--- src/sv/band_hue_to_rgb_core_macros.svh ---
// ---------------------------------------------------------------------------
// band_hue_to_rgb_core_macros
// Assertion helpers shared by the band hue to RGB core and its submodules.
// ---------------------------------------------------------------------------
`ifndef BAND_HUE_TO_RGB_CORE_MACROS_SVH
`define BAND_HUE_TO_RGB_CORE_MACROS_SVH

// Check a property on every rising edge outside reset.
`define BHR_ASSERT(label, clk, rst, prop, msg) \
  label: assert property (@(posedge clk) disable iff (rst) prop) \
    else $error(msg);

// Check a property on every rising edge, reset included.
`define BHR_ASSERT_ALWAYS(label, clk, prop, msg) \
  label: assert property (@(posedge clk) prop) \
    else $error(msg);

`endif

--- src/sv/bhr_pkg.sv ---
// ---------------------------------------------------------------------------
// bhr_pkg
// Shared widths, constants, register codes and types of the band hue to RGB core.
// ---------------------------------------------------------------------------
`timescale 1ns / 1ps

package bhr_pkg;

  // Band count limit and the index width it needs.
  localparam int MAX_BANDS = 32;
  localparam int BAND_W    = $clog2(MAX_BANDS);

  // Hue in 1/16 degree, brightness in Q8.
  localparam int HUE_TURN   = 5760;
  localparam int HUE_SECTOR = 960;
  localparam int HUE_BLUE   = 3840;
  localparam int BRIGHT_ONE = 256;
  localparam int LEVEL_MAX  = 255;

  // Field and register widths.
  localparam int HUE_W      = 20;
  localparam int OFS_W      = 14;
  localparam int TB_W       = 6;
  localparam int IDX_W      = 5;
  localparam int BRI_W      = 9;
  localparam int CH_W       = 8;
  localparam int TB_RESET   = 16;
  localparam int CFG_IDX_W  = 2;
  localparam int CFG_DATA_W = 14;

  localparam logic [CFG_IDX_W-1:0] REG_HUE_OFFSET  = CFG_IDX_W'(0);
  localparam logic [CFG_IDX_W-1:0] REG_TOTAL_BANDS = CFG_IDX_W'(1);

  // Band hue: round(3840 * k / n) = floor((7680 * k + n) / (2 * n)).
  localparam int NUM_W     = $clog2(2 * HUE_BLUE * (MAX_BANDS - 1) + MAX_BANDS);
  localparam int RECIP_W   = NUM_W;
  localparam int RECIP_NUM = 1 << (RECIP_W - 1);
  localparam int RECIP_CNT_W = $clog2(RECIP_W);
  localparam int HB_W      = $clog2(HUE_BLUE + 1);

  // Direct hue: biased to stay positive, then reduced modulo one turn.
  localparam int DIR_TURNS = ((1 << (HUE_W - 1)) + (1 << (OFS_W - 1))) / HUE_TURN + 1;
  localparam int DIR_BIAS  = DIR_TURNS * HUE_TURN;
  localparam int DIR_W     = $clog2((1 << (HUE_W - 1)) + (1 << (OFS_W - 1)) + DIR_BIAS);
  localparam int DIR_M     = (1 << DIR_W) / HUE_TURN;
  localparam int QD_W      = $clog2((1 << DIR_W) / HUE_TURN + 1);
  localparam int H_W       = $clog2(HUE_TURN);
  localparam int RD_W      = $clog2(2 * HUE_TURN);

  // Band hue plus offset, biased by two turns.
  localparam int U_W       = $clog2(HUE_BLUE + (1 << (OFS_W - 1)) + 2 * HUE_TURN);

  // Sector split.
  localparam int SEC_M     = (1 << H_W) / HUE_SECTOR;
  localparam int SEC_W     = 3;
  localparam int FS_W      = $clog2(2 * HUE_SECTOR);
  localparam int T_W       = $clog2(HUE_SECTOR + 1);

  // Levels: full = (510 v + 256) >> 9,
  // part = floor(((510 v t + 245760) >> 15) / 15).
  localparam int FULL_SH   = $clog2(2 * BRIGHT_ONE);
  localparam int VT_W      = $clog2(BRIGHT_ONE * HUE_SECTOR + 1);
  localparam int PART_BIAS = BRIGHT_ONE * HUE_SECTOR;
  localparam int PART_SH   = 15;
  localparam int PART_ODD  = (2 * BRIGHT_ONE * HUE_SECTOR) >> PART_SH;
  localparam int Y_W       = $clog2(((2 * LEVEL_MAX * BRIGHT_ONE * HUE_SECTOR + PART_BIAS)
                                     >> PART_SH) + 1);
  localparam int PART_RS   = Y_W;
  localparam int PART_M    = (1 << PART_RS) / PART_ODD;
  localparam int PQ_W      = $clog2((1 << Y_W) / PART_ODD + 1);

  // Reciprocal unit status toward the pipeline.
  typedef struct packed {
    logic               busy;
    logic [RECIP_W-1:0] value;
  } recip_t;

endpackage

--- src/sv/bhr_recip.sv ---
// ---------------------------------------------------------------------------
// bhr_recip
// Bit-serial reciprocal of the band divisor: floor(2^(W-1) / n), one bit a cycle.
// ---------------------------------------------------------------------------
`timescale 1ns / 1ps
`include "band_hue_to_rgb_core_macros.svh"

module bhr_recip (
  input  logic                      clk,
  input  logic                      rst,
  input  logic                      start,
  input  logic [bhr_pkg::BAND_W-1:0] divisor,
  output bhr_pkg::recip_t           rc
);

  logic                               busy;
  logic [bhr_pkg::RECIP_CNT_W-1:0]    cnt;
  logic [bhr_pkg::BAND_W-1:0]         rem;
  logic [bhr_pkg::RECIP_W-1:0]        quo;
  logic [bhr_pkg::BAND_W:0]           rem_sh;
  logic                               ge;
  logic [bhr_pkg::BAND_W-1:0]         rem_next;
  logic [31:0]                        chk_lo;

  // Dividend is a single one at its top bit.
  assign rem_sh   = {rem, (cnt == bhr_pkg::RECIP_CNT_W'(bhr_pkg::RECIP_W - 1))};
  assign ge       = (rem_sh >= {1'b0, divisor});
  assign rem_next = ge ? bhr_pkg::BAND_W'(rem_sh - {1'b0, divisor})
                       : bhr_pkg::BAND_W'(rem_sh);

  always_ff @(posedge clk) begin
    if (rst || start) begin
      busy <= 1'b1;
      cnt  <= bhr_pkg::RECIP_CNT_W'(bhr_pkg::RECIP_W - 1);
      rem  <= '0;
      quo  <= '0;
    end else if (busy) begin
      rem <= rem_next;
      quo <= {quo[bhr_pkg::RECIP_W-2:0], ge};
      if (cnt == '0) begin
        busy <= 1'b0;
      end else begin
        cnt <= cnt - bhr_pkg::RECIP_CNT_W'(1);
      end
    end
  end

  assign rc.busy  = busy;
  assign rc.value = quo;

  assign chk_lo = 32'(quo) * 32'(divisor);

  `BHR_ASSERT_ALWAYS(a_rst_busy, clk, rst |=> busy, "reciprocal not restarted by reset")
  `BHR_ASSERT(a_start_busy, clk, rst, start |=> busy, "reciprocal not restarted by write")
  `BHR_ASSERT(a_quo_exact, clk, rst, (!busy && divisor != '0) |-> (chk_lo <= 32'(bhr_pkg::RECIP_NUM) && chk_lo + 32'(divisor) > 32'(bhr_pkg::RECIP_NUM)), "reciprocal is not the floor quotient")

endmodule

--- src/sv/band_hue_to_rgb_core.sv ---
// ---------------------------------------------------------------------------
// band_hue_to_rgb_core
// Full saturation HSV to RGB for a voxel cube: hue given directly or from a
// band index, rotated by an offset, scaled by a Q8 brightness.
// ---------------------------------------------------------------------------
//
//   channel  handshake              payload
//   -------  ---------------------  ------------------------------------------
//   input    in_valid / in_stall    req_type, hue, band_index, brightness
//   output   out_valid / out_stall  red, green, blue
//   config   cfg_valid / cfg_ready  cfg_index, cfg_data
//
// One item per clock through nine register stages while the output does not
// stall and the band reciprocal is not being rebuilt.
// The depth is set by the chain of reciprocal multiplies: band divide, hue
// modulo, sector split, the brightness product and the final divide by 15.
// Each stage holds only while it is full and the stage after it holds, so
// bubbles close up and a stalled output still lets new items in.
// Reset (rst, synchronous) empties the pipe and loads the register defaults;
// after reset and after every total_bands write the input stalls while the
// band reciprocal is rebuilt one quotient bit a cycle.
// ---------------------------------------------------------------------------
`timescale 1ns / 1ps
`include "band_hue_to_rgb_core_macros.svh"

module band_hue_to_rgb_core (
  input  logic                                clk,
  input  logic                                rst,
  input  logic                                in_valid,
  output logic                                in_stall,
  input  logic                                req_type,
  input  logic signed [bhr_pkg::HUE_W-1:0]    hue,
  input  logic [bhr_pkg::IDX_W-1:0]           band_index,
  input  logic [bhr_pkg::BRI_W-1:0]           brightness,
  output logic                                out_valid,
  input  logic                                out_stall,
  output logic [bhr_pkg::CH_W-1:0]            red,
  output logic [bhr_pkg::CH_W-1:0]            green,
  output logic [bhr_pkg::CH_W-1:0]            blue,
  input  logic                                cfg_valid,
  output logic                                cfg_ready,
  input  logic [bhr_pkg::CFG_IDX_W-1:0]       cfg_index,
  input  logic [bhr_pkg::CFG_DATA_W-1:0]      cfg_data
);

  localparam int NS     = 9;
  localparam int PROD_W = bhr_pkg::NUM_W + bhr_pkg::RECIP_W;

  // Sector codes, named by the channel at full level then the one that ramps.
  localparam logic [bhr_pkg::SEC_W-1:0] SEC_RED_GREEN  = bhr_pkg::SEC_W'(0);
  localparam logic [bhr_pkg::SEC_W-1:0] SEC_GREEN_RED  = bhr_pkg::SEC_W'(1);
  localparam logic [bhr_pkg::SEC_W-1:0] SEC_GREEN_BLUE = bhr_pkg::SEC_W'(2);
  localparam logic [bhr_pkg::SEC_W-1:0] SEC_BLUE_GREEN = bhr_pkg::SEC_W'(3);
  localparam logic [bhr_pkg::SEC_W-1:0] SEC_BLUE_RED   = bhr_pkg::SEC_W'(4);

  // -------------------------------------------------------------------------
  // Configuration registers
  // -------------------------------------------------------------------------
  logic signed [bhr_pkg::OFS_W-1:0] hue_offset;
  logic [bhr_pkg::TB_W-1:0]         total_bands;
  logic                             cfg_fire;
  logic                             recip_start;
  logic [bhr_pkg::BAND_W-1:0]       n_eff;
  bhr_pkg::recip_t                  rc;

  // Hold off config transfers while the reciprocal is being rebuilt.
  assign cfg_ready   = !rc.busy;
  assign cfg_fire    = cfg_valid && cfg_ready;
  assign recip_start = cfg_fire && (cfg_index == bhr_pkg::REG_TOTAL_BANDS);

  always_ff @(posedge clk) begin
    if (rst) begin
      hue_offset  <= '0;
      total_bands <= bhr_pkg::TB_W'(bhr_pkg::TB_RESET);
    end else if (cfg_fire) begin
      case (cfg_index)
        bhr_pkg::REG_HUE_OFFSET: begin
          hue_offset <= signed'(cfg_data[bhr_pkg::OFS_W-1:0]);
        end
        bhr_pkg::REG_TOTAL_BANDS: begin
          total_bands <= cfg_data[bhr_pkg::TB_W-1:0];
        end
        default: begin
          // unknown index: drop the write
        end
      endcase
    end
  end

  // Last band number: bands saturate at MAX_BANDS, zero or one band means n = 0.
  always_comb begin
    if (int'(total_bands) > bhr_pkg::MAX_BANDS) begin
      n_eff = bhr_pkg::BAND_W'(bhr_pkg::MAX_BANDS - 1);
    end else if (total_bands <= bhr_pkg::TB_W'(1)) begin
      n_eff = '0;
    end else begin
      n_eff = bhr_pkg::BAND_W'(total_bands - bhr_pkg::TB_W'(1));
    end
  end

  // Reciprocal of n, rebuilt after reset and after every band count write.
  bhr_recip u_recip (
    .clk     (clk),
    .rst     (rst),
    .start   (recip_start),
    .divisor (n_eff),
    .rc      (rc)
  );

  // -------------------------------------------------------------------------
  // Pipeline flow control
  // -------------------------------------------------------------------------
  // A stage may load when it is empty or when the next stage loads too.
  logic [NS:1] vld;
  logic [NS:1] en;

  always_comb begin
    en[NS] = !vld[NS] || !out_stall;
    for (int k = NS - 1; k >= 1; k--) begin
      en[k] = !vld[k] || en[k+1];
    end
  end

  assign in_stall  = !en[1] || rc.busy;
  assign out_valid = vld[NS];

  always_ff @(posedge clk) begin
    if (rst) begin
      vld <= '0;
    end else begin
      if (en[1]) begin
        vld[1] <= in_valid && !rc.busy;
      end
      for (int k = 2; k <= NS; k++) begin
        if (en[k]) begin
          vld[k] <= vld[k-1];
        end
      end
    end
  end

  // -------------------------------------------------------------------------
  // Stage 1: clamp index and brightness, form band numerator and biased hue
  // -------------------------------------------------------------------------
  logic [bhr_pkg::BAND_W-1:0] idx_c;
  logic [bhr_pkg::BAND_W-1:0] k_d;
  logic [bhr_pkg::NUM_W-1:0]  num_d;
  logic [bhr_pkg::DIR_W-1:0]  x_d;
  logic [bhr_pkg::BRI_W-1:0]  v_d;

  always_comb begin
    if (int'(band_index) > int'(n_eff)) begin
      idx_c = n_eff;
    end else begin
      idx_c = bhr_pkg::BAND_W'(band_index);
    end
    k_d   = n_eff - idx_c;
    num_d = bhr_pkg::NUM_W'(int'(k_d) * (2 * bhr_pkg::HUE_BLUE) + int'(n_eff));
    x_d   = bhr_pkg::DIR_W'(int'(hue) + int'(hue_offset) + bhr_pkg::DIR_BIAS);
    v_d   = (brightness > bhr_pkg::BRI_W'(bhr_pkg::BRIGHT_ONE)) ?
            bhr_pkg::BRI_W'(bhr_pkg::BRIGHT_ONE) : brightness;
  end

  logic                       mode_s1;
  logic [bhr_pkg::NUM_W-1:0]  num_s1;
  logic [bhr_pkg::DIR_W-1:0]  x_s1;
  logic [bhr_pkg::BRI_W-1:0]  v_s1;

  always_ff @(posedge clk) begin
    if (en[1]) begin
      mode_s1 <= req_type;
      num_s1  <= num_d;
      x_s1    <= x_d;
      v_s1    <= v_d;
    end
  end

  // -------------------------------------------------------------------------
  // Stage 2: multiply by the reciprocals (band n, one turn)
  // -------------------------------------------------------------------------
  logic                       mode_s2;
  logic [PROD_W-1:0]          prod_s2;
  logic [bhr_pkg::QD_W-1:0]   qd_s2;
  logic [bhr_pkg::NUM_W-1:0]  num_s2;
  logic [bhr_pkg::DIR_W-1:0]  x_s2;
  logic [bhr_pkg::BRI_W-1:0]  v_s2;

  always_ff @(posedge clk) begin
    if (en[2]) begin
      mode_s2 <= mode_s1;
      prod_s2 <= PROD_W'(num_s1) * PROD_W'(rc.value);
      qd_s2   <= bhr_pkg::QD_W'((32'(x_s1) * 32'(bhr_pkg::DIR_M)) >> bhr_pkg::DIR_W);
      num_s2  <= num_s1;
      x_s2    <= x_s1;
      v_s2    <= v_s1;
    end
  end

  // -------------------------------------------------------------------------
  // Stage 3: correct both quotient estimates by one
  // -------------------------------------------------------------------------
  logic [bhr_pkg::HB_W-1:0]   qe;
  logic [bhr_pkg::BAND_W:0]   twice_n;
  logic [bhr_pkg::NUM_W-1:0]  rem_b;
  logic [bhr_pkg::HB_W-1:0]   base_d;
  logic [bhr_pkg::RD_W-1:0]   rd;
  logic [bhr_pkg::H_W-1:0]    hd_d;

  always_comb begin
    qe      = prod_s2[bhr_pkg::NUM_W +: bhr_pkg::HB_W];
    twice_n = {n_eff, 1'b0};
    rem_b   = num_s2 - bhr_pkg::NUM_W'(int'(qe) * int'(twice_n));
    if (n_eff == '0) begin
      base_d = '0;
    end else if (rem_b >= bhr_pkg::NUM_W'(twice_n)) begin
      base_d = qe + bhr_pkg::HB_W'(1);
    end else begin
      base_d = qe;
    end
    rd = bhr_pkg::RD_W'(int'(x_s2) - int'(qd_s2) * bhr_pkg::HUE_TURN);
    if (rd >= bhr_pkg::RD_W'(bhr_pkg::HUE_TURN)) begin
      hd_d = bhr_pkg::H_W'(rd - bhr_pkg::RD_W'(bhr_pkg::HUE_TURN));
    end else begin
      hd_d = bhr_pkg::H_W'(rd);
    end
  end

  logic                       mode_s3;
  logic [bhr_pkg::HB_W-1:0]   base_s3;
  logic [bhr_pkg::H_W-1:0]    hd_s3;
  logic [bhr_pkg::BRI_W-1:0]  v_s3;

  always_ff @(posedge clk) begin
    if (en[3]) begin
      mode_s3 <= mode_s2;
      base_s3 <= base_d;
      hd_s3   <= hd_d;
      v_s3    <= v_s2;
    end
  end

  // -------------------------------------------------------------------------
  // Stage 4: rotate the band hue and wrap it into one turn, pick the mode
  // -------------------------------------------------------------------------
  // The biased sum spans just over half a turn to just over four turns.
  logic [bhr_pkg::U_W-1:0]    u;
  logic [bhr_pkg::H_W-1:0]    hb;
  logic [bhr_pkg::H_W-1:0]    h_d;

  always_comb begin
    u = bhr_pkg::U_W'(int'(base_s3) + int'(hue_offset) + 2 * bhr_pkg::HUE_TURN);
    if (u >= bhr_pkg::U_W'(4 * bhr_pkg::HUE_TURN)) begin
      hb = bhr_pkg::H_W'(u - bhr_pkg::U_W'(4 * bhr_pkg::HUE_TURN));
    end else if (u >= bhr_pkg::U_W'(3 * bhr_pkg::HUE_TURN)) begin
      hb = bhr_pkg::H_W'(u - bhr_pkg::U_W'(3 * bhr_pkg::HUE_TURN));
    end else if (u >= bhr_pkg::U_W'(2 * bhr_pkg::HUE_TURN)) begin
      hb = bhr_pkg::H_W'(u - bhr_pkg::U_W'(2 * bhr_pkg::HUE_TURN));
    end else if (u >= bhr_pkg::U_W'(bhr_pkg::HUE_TURN)) begin
      hb = bhr_pkg::H_W'(u - bhr_pkg::U_W'(bhr_pkg::HUE_TURN));
    end else begin
      hb = bhr_pkg::H_W'(u);
    end
    h_d = mode_s3 ? hb : hd_s3;
  end

  logic [bhr_pkg::H_W-1:0]    h_s4;
  logic [bhr_pkg::BRI_W-1:0]  v_s4;

  always_ff @(posedge clk) begin
    if (en[4]) begin
      h_s4 <= h_d;
      v_s4 <= v_s3;
    end
  end

  // -------------------------------------------------------------------------
  // Stage 5: sector, ramp position and full level
  // -------------------------------------------------------------------------
  logic [bhr_pkg::SEC_W-1:0]  qs;
  logic [bhr_pkg::FS_W-1:0]   f1;
  logic [bhr_pkg::SEC_W-1:0]  sec_d;
  logic [bhr_pkg::T_W-1:0]    f_d;
  logic [bhr_pkg::T_W-1:0]    t_d;
  logic [bhr_pkg::CH_W-1:0]   full_d;

  always_comb begin
    qs = bhr_pkg::SEC_W'((int'(h_s4) * bhr_pkg::SEC_M) >> bhr_pkg::H_W);
    f1 = bhr_pkg::FS_W'(int'(h_s4) - int'(qs) * bhr_pkg::HUE_SECTOR);
    if (f1 >= bhr_pkg::FS_W'(bhr_pkg::HUE_SECTOR)) begin
      sec_d = qs + bhr_pkg::SEC_W'(1);
      f_d   = bhr_pkg::T_W'(f1 - bhr_pkg::FS_W'(bhr_pkg::HUE_SECTOR));
    end else begin
      sec_d = qs;
      f_d   = bhr_pkg::T_W'(f1);
    end
    // Odd sectors ramp down.
    t_d    = sec_d[0] ? (bhr_pkg::T_W'(bhr_pkg::HUE_SECTOR) - f_d) : f_d;
    full_d = bhr_pkg::CH_W'((2 * bhr_pkg::LEVEL_MAX * int'(v_s4) + bhr_pkg::BRIGHT_ONE)
                            >> bhr_pkg::FULL_SH);
  end

  logic [bhr_pkg::SEC_W-1:0]  sec_s5;
  logic [bhr_pkg::T_W-1:0]    t_s5;
  logic [bhr_pkg::CH_W-1:0]   full_s5;
  logic [bhr_pkg::BRI_W-1:0]  v_s5;

  always_ff @(posedge clk) begin
    if (en[5]) begin
      sec_s5  <= sec_d;
      t_s5    <= t_d;
      full_s5 <= full_d;
      v_s5    <= v_s4;
    end
  end

  // -------------------------------------------------------------------------
  // Stage 6: brightness times ramp position
  // -------------------------------------------------------------------------
  logic [bhr_pkg::VT_W-1:0]   vt_s6;
  logic [bhr_pkg::SEC_W-1:0]  sec_s6;
  logic [bhr_pkg::CH_W-1:0]   full_s6;

  always_ff @(posedge clk) begin
    if (en[6]) begin
      vt_s6   <= bhr_pkg::VT_W'(int'(v_s5) * int'(t_s5));
      sec_s6  <= sec_s5;
      full_s6 <= full_s5;
    end
  end

  // -------------------------------------------------------------------------
  // Stage 7: scale by 255 with rounding bias, take out the power of two
  // -------------------------------------------------------------------------
  logic [bhr_pkg::Y_W-1:0]    y_s7;
  logic [bhr_pkg::SEC_W-1:0]  sec_s7;
  logic [bhr_pkg::CH_W-1:0]   full_s7;

  always_ff @(posedge clk) begin
    if (en[7]) begin
      y_s7    <= bhr_pkg::Y_W'((2 * bhr_pkg::LEVEL_MAX * int'(vt_s6) + bhr_pkg::PART_BIAS)
                               >> bhr_pkg::PART_SH);
      sec_s7  <= sec_s6;
      full_s7 <= full_s6;
    end
  end

  // -------------------------------------------------------------------------
  // Stage 8: estimate the divide by the odd factor
  // -------------------------------------------------------------------------
  logic [bhr_pkg::PQ_W-1:0]   pq_s8;
  logic [bhr_pkg::Y_W-1:0]    y_s8;
  logic [bhr_pkg::SEC_W-1:0]  sec_s8;
  logic [bhr_pkg::CH_W-1:0]   full_s8;

  always_ff @(posedge clk) begin
    if (en[8]) begin
      pq_s8   <= bhr_pkg::PQ_W'((int'(y_s7) * bhr_pkg::PART_M) >> bhr_pkg::PART_RS);
      y_s8    <= y_s7;
      sec_s8  <= sec_s7;
      full_s8 <= full_s7;
    end
  end

  // -------------------------------------------------------------------------
  // Stage 9: correct the partial level and route levels to channels
  // -------------------------------------------------------------------------
  logic [bhr_pkg::Y_W-1:0]    pr;
  logic [bhr_pkg::PQ_W-1:0]   part_q;
  logic [bhr_pkg::CH_W-1:0]   part;
  logic [bhr_pkg::CH_W-1:0]   red_d;
  logic [bhr_pkg::CH_W-1:0]   green_d;
  logic [bhr_pkg::CH_W-1:0]   blue_d;

  always_comb begin
    pr = bhr_pkg::Y_W'(int'(y_s8) - int'(pq_s8) * bhr_pkg::PART_ODD);
    if (pr >= bhr_pkg::Y_W'(bhr_pkg::PART_ODD)) begin
      part_q = pq_s8 + bhr_pkg::PQ_W'(1);
    end else begin
      part_q = pq_s8;
    end
    part = (part_q > bhr_pkg::PQ_W'(bhr_pkg::LEVEL_MAX)) ?
           bhr_pkg::CH_W'(bhr_pkg::LEVEL_MAX) : bhr_pkg::CH_W'(part_q);
  end

  always_comb begin
    red_d   = '0;
    green_d = '0;
    blue_d  = '0;
    case (sec_s8)
      SEC_RED_GREEN: begin
        red_d   = full_s8;
        green_d = part;
      end
      SEC_GREEN_RED: begin
        red_d   = part;
        green_d = full_s8;
      end
      SEC_GREEN_BLUE: begin
        green_d = full_s8;
        blue_d  = part;
      end
      SEC_BLUE_GREEN: begin
        green_d = part;
        blue_d  = full_s8;
      end
      SEC_BLUE_RED: begin
        red_d  = part;
        blue_d = full_s8;
      end
      default: begin
        red_d  = full_s8;
        blue_d = part;
      end
    endcase
  end

  // Output register: hold while the consumer stalls.
  always_ff @(posedge clk) begin
    if (en[9]) begin
      red   <= red_d;
      green <= green_d;
      blue  <= blue_d;
    end
  end

  // -------------------------------------------------------------------------
  // Assertions
  // -------------------------------------------------------------------------
  logic base_ok;
  logic h_ok;
  logic dark_ok;

  assign base_ok = (int'(base_s3) <= bhr_pkg::HUE_BLUE);
  assign h_ok    = (int'(h_s4) < bhr_pkg::HUE_TURN);
  assign dark_ok = (red == '0) || (green == '0) || (blue == '0);

  `BHR_ASSERT(a_recip_blocks_input, clk, rst, rc.busy |-> in_stall, "input open in rebuild")
  `BHR_ASSERT(a_band_hue_range, clk, rst, (vld[3] && mode_s3) |-> base_ok, "band hue past blue")
  `BHR_ASSERT(a_hue_wrapped, clk, rst, vld[4] |-> h_ok, "hue not wrapped into one turn")
  `BHR_ASSERT(a_dark_channel, clk, rst, out_valid |-> dark_ok, "no channel is dark")

endmodule
--- config.mk ---
export PLATFORM = sky130hd
export DESIGN_NAME = band_hue_to_rgb_core
export DESIGN_NICKNAME = d
export VERILOG_FILES = /design/src/sv/bhr_pkg.sv /design/src/sv/bhr_recip.sv /design/src/sv/band_hue_to_rgb_core.sv
export VERILOG_INCLUDE_DIRS = /design/src /design/src/sv
export SDC_FILE = /design/constraint.sdc
export NUM_CORES = 2
export LEC_CHECK = 0
export BUFFER_PORTS_ARGS = -buffer_cell sky130_fd_sc_hd__buf_4
export CORE_MARGIN = 2
export CORE_UTILIZATION = 51
export DETAILED_ROUTE_END_ITERATION = 8
export GPL_ROUTABILITY_DRIVEN = 1
export GPL_TIMING_DRIVEN = 0
export PLACE_DENSITY = 0.67
export SYNTH_ARGS = -nofsm -noshare
export SYNTH_HDL_FRONTEND = slang
export SYNTH_SLANG_ARGS = --single-unit
--- constraint.sdc ---
create_clock -name clk -period 9.1 [get_ports clk]
set_input_delay 1.82 -clock clk [delete_from_list [all_inputs] [get_ports clk]]
set_output_delay 1.82 -clock clk [all_outputs]
set_load 0.01 [all_outputs]
==> flow_summary.toml <==
[floorplan]
die_w_um = 281
die_h_um = 281
initial_core_util_pct = 51.5
core.rowCount = 101
coreArea_um2 = 76100
die_area_um2 = 79100
io_pins = 83

[clocking]
clk_latency_ps = 610
cts_max_level = 2
cts.sink_count = 355
clk_pin_slew_ps = 60
cts_setup_buffers = 0
numCtsBuffers = 43
ctsLongestPathBuffers = 3
cts_tree = "built"
cts_root_buf = "clkbuf_16"

[timing]
finalClockSkew_ps = 54.3
period_minus_slack_ps = 8500
slew_viol_final = 0
worstMarginPinSlew_ps = 1310
finalCritPeriodShare_pct = 93.4
fmax_ghz = 0.118
setup_viol = 0
slew_headroom_pct = 12.6
hold_viol_final = 0

[worst_setup_path]
ff2ff_setup_slack_ps = 600
critPathMostFrequentCell = "o21ai_0"
r2r_end = "base_s3[4]"
worst_ep_required_time_ps = 9460
crit_family = "compound AO/OA/AOI/OAI gates"
start_kind = "register"
slowest_delay_ps = 540
arrival_ps = 8860
critPathKind = "reg2reg"
critical_path.max_fanout = 11
ff2ff_path_depth = 33
crit_buf_inv = 4
cp-end-kind = "register"
r2r_start = "total_bands[2]"
slowest_stage = "fa_1"

[final_layout]
multi_input_area_um2 = 26000
drive_gt1_share_pct = 5.00
diodes = 0
fillers = 6749
fin_util_pct = 56.2
area_growth_pct = 8.99
register_area_um2 = 10100
nNetsFinal = 5051

[synth]
syn_area_um2 = 39200
synth_flop_cell = "edfxtp_1"
ys_ff_latch = 355
muxShareOfSynthArea_pct = 1.21
syn_nets = 4922
synth_top_family_by_area = "adder cells"
synthCells = 3878
yosysSeqAreaShare_pct = 25.7
synth_xor_area_share_pct = 4.56
syn_avg_cell_area_um2 = 10.1
ys_types = 83
yosys.area_share.adder_pct = 40.4
synth-simple-area-share_pct = 11.7
synthArstFlopShare_pct = 0
synth-edff-count = 297
ys_warn_count = 0
synth_compound_area_share_pct = 8.26

[hold_path]
min_to = "full_s7[0]"
hold_path_depth = 0
hold_class = "reg2reg"
hold_path.startpoint = "full_s6[0]"

[routing]
viasPerCell = 5.22
routed_wl_um = 79500
vias = 26500
route.antenna.remaining_nets = 0
drtPass1Iterations = 5
drc = 0
drtIter0Drc = 1432
wl_per_cell_um = 15.7

[place]
hpwl_um = 65100
finalWeightedCongestion = 0.901
port_buffers = 82

[global_route]
first_global_vias = 27000
grt_max_degree = 48
grt_pass1_wl_um = 134000
grt.overflow.total = 0
antenna_found_initial = 1
grtUsageTotal_pct = 20.9

[run]
cap_violations = 0

[outcome]
status = "finished clean"
==> how the worst max path moves through the flow <==
| stage | from | to | slack, ps | cells past startpoint |
|---|---|---|---|---|
| after detailed placement | total_bands[0] | base_s3[4] | 50 | 36 |
| after global placement | total_bands[0] | base_s3[4] | -30 | 35 |
| after global routing | total_bands[0] | base_s3[1] | -30 | 35 |
| final | total_bands[2] | base_s3[4] | 600 | 33 |
| after CTS | total_bands[0] | base_s3[4] | 20 | 35 |
| after floorplan | total_bands[0] | base_s3[1] | 1610 | 35 |
==> registers in the layout, summed over array words and instances, names as in the netlist, 10 cells and up <==
register and cells:
x_s1 21, u_recip.quo 18, vt_s6 18, hue_offset 14, num_s1 14, num_s2 14, x_s2 14, h_s4 13
hd_s3 13, base_s3 12, prod_s2 12, y_s7 12, y_s8 12, t_s5 10
==> final cells by class <==
class,count,share of cell area (%)
Buffer,98,0.893
Clock buffer,49,2.62
Clock inverter,30,0.955
Inverter,741,6.51
Multi-Input combinational cell,2684,60.9
Sequential cell,355,23.6
Tap cell,1030,3.02
Timing Repair Buffer,84,1.53
==> placed cells by master, fill, tap and decap left out, drive strengths merged, types with 100 or more instances in the layout <==
master,synthesis,layout
nand2,318,318
clkbuf,92,141
and2,190,190
xnor2,138,138
o21ai,100,100
fa,465,465
nor2,190,190
inv,740,744
a21oi,159,159
edfxtp,297,297
ha,523,523
==> through the flow <==
step                      TNS, ps  worst slack (ps)  hold slack [ps]  instance area (um^2)  cells
after floorplan                 0              1610              400                 39200   3878
after detailed placement        0              50.3              405                 41100   4991
final                           0               597              411                 42700   5071
after CTS                       0              21.6              416                 42700   5070
after global routing        -55.6             -28.8              420                 42700   5071
after global placement      -41.3             -29.9              401                 41100   4990
==> layer usage <==
layer	share of wire, %	up-vias	track usage, %
li1	-	12900	-
met4	2.0	0	4.71
met3	4.5	99	2.25
met2	47	553	35.4
met1	46	12900	29.1
met5	0	-	0
==> cell families (layout without fill, tap and decap cells) <==
group / count (synthesis) / after routing
XOR/XNOR: 204 / 204
multiplexers: 46 / 46
AND/OR/NAND/NOR: 945 / 945
adder cells (fa/ha/maj): 988 / 988
flip-flops: 355 / 355
buffers and inverters: 839 / 1002
AO/OA/AOI/OAI: 501 / 501
==> cells in the mapped netlist (8+ instances only) <==
cell type	n	area [um^2]
nand2_1	317	1190
a31oi_1	16	100
dfxtp_1	58	1160
a21boi_0	12	90.1
o21a_1	26	195
edfxtp_1	297	8920
nand4_1	8	50.1
o21ai_0	96	480
ha_1	523	6540
or3_1	18	113
mux2i_1	35	350
and2_1	189	1180
mux2_2	11	124
o211ai_1	15	113
and3_1	22	138
fa_1	465	9310
o21bai_1	14	105
or4_1	8	60.1
xor2_1	66	578
a22oi_1	8	60.1
xnor2_1	138	1210
a21oi_1	159	796
a211oi_1	27	203
or2_2	11	68.8
nor3_1	51	255
nand3_1	37	185
clkbuf_1	92	345
inv_1	740	2780
nor2b_1	36	225
nor2_1	190	713
nand2b_1	22	138
a21o_1	48	360
==> what timing repair did <==
action	4_1_cts	5_1_grt
hold buffers	0	0
endpoints found under the setup margin	0	12
gates resized for setup	0	16
Power is left out: the tool's default activity adds up to more than one toggle a clock period on the data nets, which glitch-free logic cannot reach.
